**src/rtl/pfr_pkg.sv**
```systemverilog
package pfr_pkg;

    localparam int MAX_TAPS   = 256;
    localparam int MAX_UP     = 16;
    localparam int MAX_DOWN   = 16;
    localparam int HIST_DEPTH = MAX_TAPS + MAX_DOWN;
    localparam int HIST_RAM_DEPTH = 512;
    localparam int HIST_AW    = 9;
    localparam int COEF_AW    = 8;
    localparam int ACC_W      = 41;

    localparam logic [1:0] CFG_UP_FACTOR   = 2'd0;
    localparam logic [1:0] CFG_DOWN_FACTOR = 2'd1;
    localparam logic [1:0] CFG_TAP_COUNT   = 2'd2;

    typedef struct packed {
        logic               mode;
        logic [7:0]         coeff_index;
        logic signed [15:0] coeff_value;
        logic signed [15:0] sample_in;
    } in_item_t;

    typedef struct packed {
        logic signed [15:0] sample_out;
        logic               burst_last;
    } out_item_t;

    typedef struct packed {
        logic               is_sample;
        logic [7:0]         idx;
        logic signed [15:0] value;
    } cmd_t;

    typedef enum logic [1:0] {
        ST_IDLE,
        ST_MAC,
        ST_OUT,
        ST_ADV
    } back_state_t;

endpackage

```
**src/rtl/pfr_front.sv**
```systemverilog
module pfr_front import pfr_pkg::*; (
    input  logic     aclk,
    input  logic     aresetn,
    input  logic     s_valid,
    output logic     s_ready,
    input  in_item_t s_data,
    output logic     cmd_valid,
    input  logic     cmd_ready,
    output cmd_t     cmd
);

    cmd_t       q_mem_reg [2];
    logic       rd_ptr_reg, rd_ptr_next;
    logic       wr_ptr_reg, wr_ptr_next;
    logic [1:0] count_reg, count_next;
    cmd_t       new_cmd;
    logic       push, pop;

    assign s_ready   = (count_reg != 2'd2);
    assign cmd_valid = (count_reg != 2'd0);
    assign cmd       = q_mem_reg[rd_ptr_reg];
    assign push      = s_valid && s_ready;
    assign pop       = cmd_valid && cmd_ready;

    always_comb begin
        new_cmd.is_sample = s_data.mode;
        new_cmd.idx       = s_data.coeff_index;
        new_cmd.value     = s_data.mode ? s_data.sample_in : s_data.coeff_value;
    end

    always_comb begin
        rd_ptr_next = pop ? ~rd_ptr_reg : rd_ptr_reg;
        wr_ptr_next = push ? ~wr_ptr_reg : wr_ptr_reg;
        count_next  = count_reg;
        if (push && !pop) begin
            count_next = count_reg + 2'd1;
        end else if (pop && !push) begin
            count_next = count_reg - 2'd1;
        end
    end

    always_ff @(posedge aclk) begin
        if (!aresetn) begin
            rd_ptr_reg <= 1'b0;
            wr_ptr_reg <= 1'b0;
            count_reg  <= 2'd0;
        end else begin
            rd_ptr_reg <= rd_ptr_next;
            wr_ptr_reg <= wr_ptr_next;
            count_reg  <= count_next;
        end
        if (push) begin
            q_mem_reg[wr_ptr_reg] <= new_cmd;
        end
    end

endmodule

```
**config.mk**
```make
export PLATFORM = sky130hd
export DESIGN_NAME = pfr_front
export DESIGN_NICKNAME = d
export VERILOG_FILES = /design/src/rtl/pfr_pkg.sv /design/src/rtl/pfr_front.sv
export SDC_FILE = /design/constraint.sdc
export NUM_CORES = 1
export LEC_CHECK = 0
export ABC_AREA = 1
export BUFFER_PORTS_ARGS = -buffer_cell sky130_fd_sc_hd__buf_4
export CORE_ASPECT_RATIO = 1.4
export CORE_MARGIN = 5
export CORE_UTILIZATION = 51
export DETAILED_ROUTE_END_ITERATION = 6
export PLACE_DENSITY = 0.9
export SKIP_CTS_REPAIR_TIMING = 1
export SYNTH_ARGS = -nofsm -noshare
export SYNTH_HDL_FRONTEND = slang
export SYNTH_SLANG_ARGS = --single-unit
export TNS_END_PERCENT = 30
```
**constraint.sdc**
```tcl
create_clock -name aclk -period 2.9 [get_ports aclk]
set_input_delay 0.29 -clock aclk [delete_from_list [all_inputs] [get_ports aclk]]
set_output_delay 0.29 -clock aclk [all_outputs]
set_load 0.03 [all_outputs]
```
==> flow_summary.ini <==
[floorplan]
die-area_um2 = 6200
core-area_um2 = 4540
boundaryPins = 72
die_w_um = 68.0
die_y_um = 91.2
rows = 29
start_util_pct = 52.9

[global_routing]
grt_max_degree = 26
grt_usage_pct = 14.3
grt_pass1_vias = 1401
grt_pass1_wl_um = 6580
gr-total-overflow = 0
antenna_found_initial = 0

[worst_setup_path]
crit_fanout = 25
arrival_ns = 1.54
critPathSlowestCell = mux2_2
critPathKind = register to output port
r2r_start = count_reg[0]
reg2reg_depth = 10
critical_path_depth = 3
required_ns = 2.61
worst_setup_path_end_kind = output port
cp_top_family = buffers and inverters
critical_path_buf_inv_count = 2
worst_path_largest_cell_delay_ns = 0.39
worstSetupEndpoint = cmd[23]
crit_chain = buf_4 -> mux2_2 -> buf_4
reg2reg_to = count_reg[1]
regToRegSetupSlack_ns = 1.51
cpMostUsedCell = buf_4
critPathLaunchType = register

[clocking]
cts.reportedPaths.clkPinSlew_ns = 0.09
clock_path_buffers = 2
htreeDepth = 2
clock_latency_ns = 0.29
cts_tree = built
cts-buffers-inserted = 5
root_buffer = clkbuf_8
cts_sinks = 55

[logic_synthesis]
synthMuxAreaShare_pct = 23.9
synth_top_family_by_area = multiplexers
ys_seq_area_share_pct = 66.7
synth.distinct_cells = 17
synthSimpleGateAreaFrac_pct = 3.23
synth_compound_area_share_pct = 0.938
synth_xor_area_share_pct = 0
syn_area_per_cell_um2 = 18.1
syn_inst = 133
synth_adder_area_share_pct = 0.521
synth_nets = 179
synth_seq_cells = 55
syn-cell-area_um2 = 2400
ys_warn_count = 0

[flow_run]
max_cap_violations = 0

[power]
p_leak_nw = 1.26
intPower_mw = 1.58
clockPowerShare_pct = 16.4
swShare_pct = 32.4
p_total_mw = 2.34
power.density_nw_per_um2 = 771
switching_power_uw = 759
ir_worst_vdd_mv = 0.581
p_seq_share_pct = 44.8
power_frac_comb_pct = 38.7

[sta]
fmax_ghz = 0.546
fin_crit_sh_pct = 63.2
worst_slew_pin_slew_ns = 0.423
fin_worst_skew_ns = 0.00528
final_max_slew_viol_count = 0
period_minus_slack_ns = 1.83
rsz0062_at_grt = false
relSlewSlack_pct = 71.8
fin_ws_ns = 1.07
finalHoldViolCount = 0
holdWs_ns = 0.176
fin_setup_tns_ns = 0
finalSetupViolations = 0

[placed_design]
placed_cell_area_um2 = 2960
dp_hpwl_um = 3150
port_buffers = 71
place_ws_ns = 1.37
gp_congestion = 0.698

[drt]
ant_nets = 0
first_pass_iters = 3
wl_um = 4140
drc = 0
wl_per_cell_um = 15.2
num_vias = 1320
viasPerCell = 4.85
drt_iter0_drc = 33

[cells_and_area]
largest_reg_flops = 50
finish.instance_area_um2 = 3040
drive_above_1_share_pct = 59.5
syn_to_final_growth_pct = 26.5
n_antenna_cell = 0
final_net_count = 255

[outcome]
outcome = finished, final reports clean

[hold_path]
hold_path.class = input port to register
min_from = s_data[32]
-- cells in the mapped netlist --
cell type | number | area share (%)
nand4_1 | 1 | 0.26
nor2_1 | 8 | 1.3
buf_6 | 2 | 0.94
nand3_1 | 1 | 0.21
inv_1 | 7 | 1.1
edfxtp_1 | 50 | 63
nand2_2 | 1 | 0.26
mux2_2 | 11 | 5.2
mux2_4 | 30 | 19
a21oi_1 | 1 | 0.21
nand2_1 | 8 | 1.3
o21ai_0 | 2 | 0.42
buf_12 | 3 | 2.5
dfxtp_1 | 5 | 4.2
inv_2 | 1 | 0.16
o21a_1 | 1 | 0.31
ha_1 | 1 | 0.52
-- per-layer routing --
layer	global-route usage [%]	wire, µm	vias up
li1	-	-	639
met1	16.0	1460	640
met2	25.1	2400	35
met3	3.21	203	6
met4	5.97	68	0
met5	0	0	-
-- logic make-up (layout without fill, tap and decap cells) --
| family | after synthesis | count (layout) |
|---|---|---|
| multiplexers | 41 | 41 |
| buffers and inverters | 13 | 90 |
| AO/OA/AOI/OAI | 4 | 4 |
| adder cells (fa/ha/maj) | 1 | 1 |
| AND/OR/NAND/NOR | 19 | 19 |
| flip-flops | 55 | 55 |
-- layout by cell type, fill, tap and decap left out, types with 2 or more instances in the layout --
cell type,netlist,routed
o21ai_0,2,2
buf_4,0,74
clkbuf_8,0,5
nor2_2,0,2
nand2_1,8,8
nor2_1,8,6
inv_1,7,7
edfxtp_1,50,50
dfxtp_1,5,5
mux2_4,30,30
clkbuf_1,0,2
mux2_2,11,11
-- worst min-delay path by stage --
stage                       end  cells past startpoint
3_3_place_gp   q_mem_reg[0][17]                      1
2_1_floorplan  q_mem_reg[0][16]                      0
4_1_cts        q_mem_reg[1][16]                      1
6_report       q_mem_reg[1][16]                      1
3_5_place_dp   q_mem_reg[1][23]                      1
5_1_grt        q_mem_reg[0][16]                      1
-- per-stage QoR --
stage / utilization (%) / std cells
floorplan: - / 133
global placement: 65.2 / 264
detailed placement: 65.2 / 264
CTS: 67.0 / 272
global route: 67.0 / 272
finish: 67.0 / 272
-- power by group through the flow --
stage	logic (mW)	clock network [mW]	registers, mW
final	0.907	0.384	1.05
after CTS	0.923	0.400	1.05
after global routing	0.972	0.430	1.06
after floorplan	0.669	0	1.06
after detailed placement	0.922	0	1.07
after global placement	0.902	0	1.06
-- worst register-to-register path, cell delays in order (launching register included) --
cell	delay (ns)
dfxtp_1	0.33
inv_2	0.08
nand2_1	0.08
nand2_2	0.10
inv_1	0.07
ha_1	0.32
inv_1	0.09
nand3_1	0.09
nand2_1	0.07
inv_1	0.04
nor2_1	0.08
-- final cells by class --
| class | count | area [µm²] |
|---|---|---|
| multi-input cells | 65 | 692 |
| flip-flops and latches | 55 | 1600 |
| inverters | 8 | 30.0 |
| fillers | 339 | 1500 |
| clock buffers | 7 | 76.3 |
| clock inverters | 1 | 5.00 |
| well taps | 62 | 77.6 |
| repair buffers | 74 | 556 |
Power figures use the tool's default switching activity.
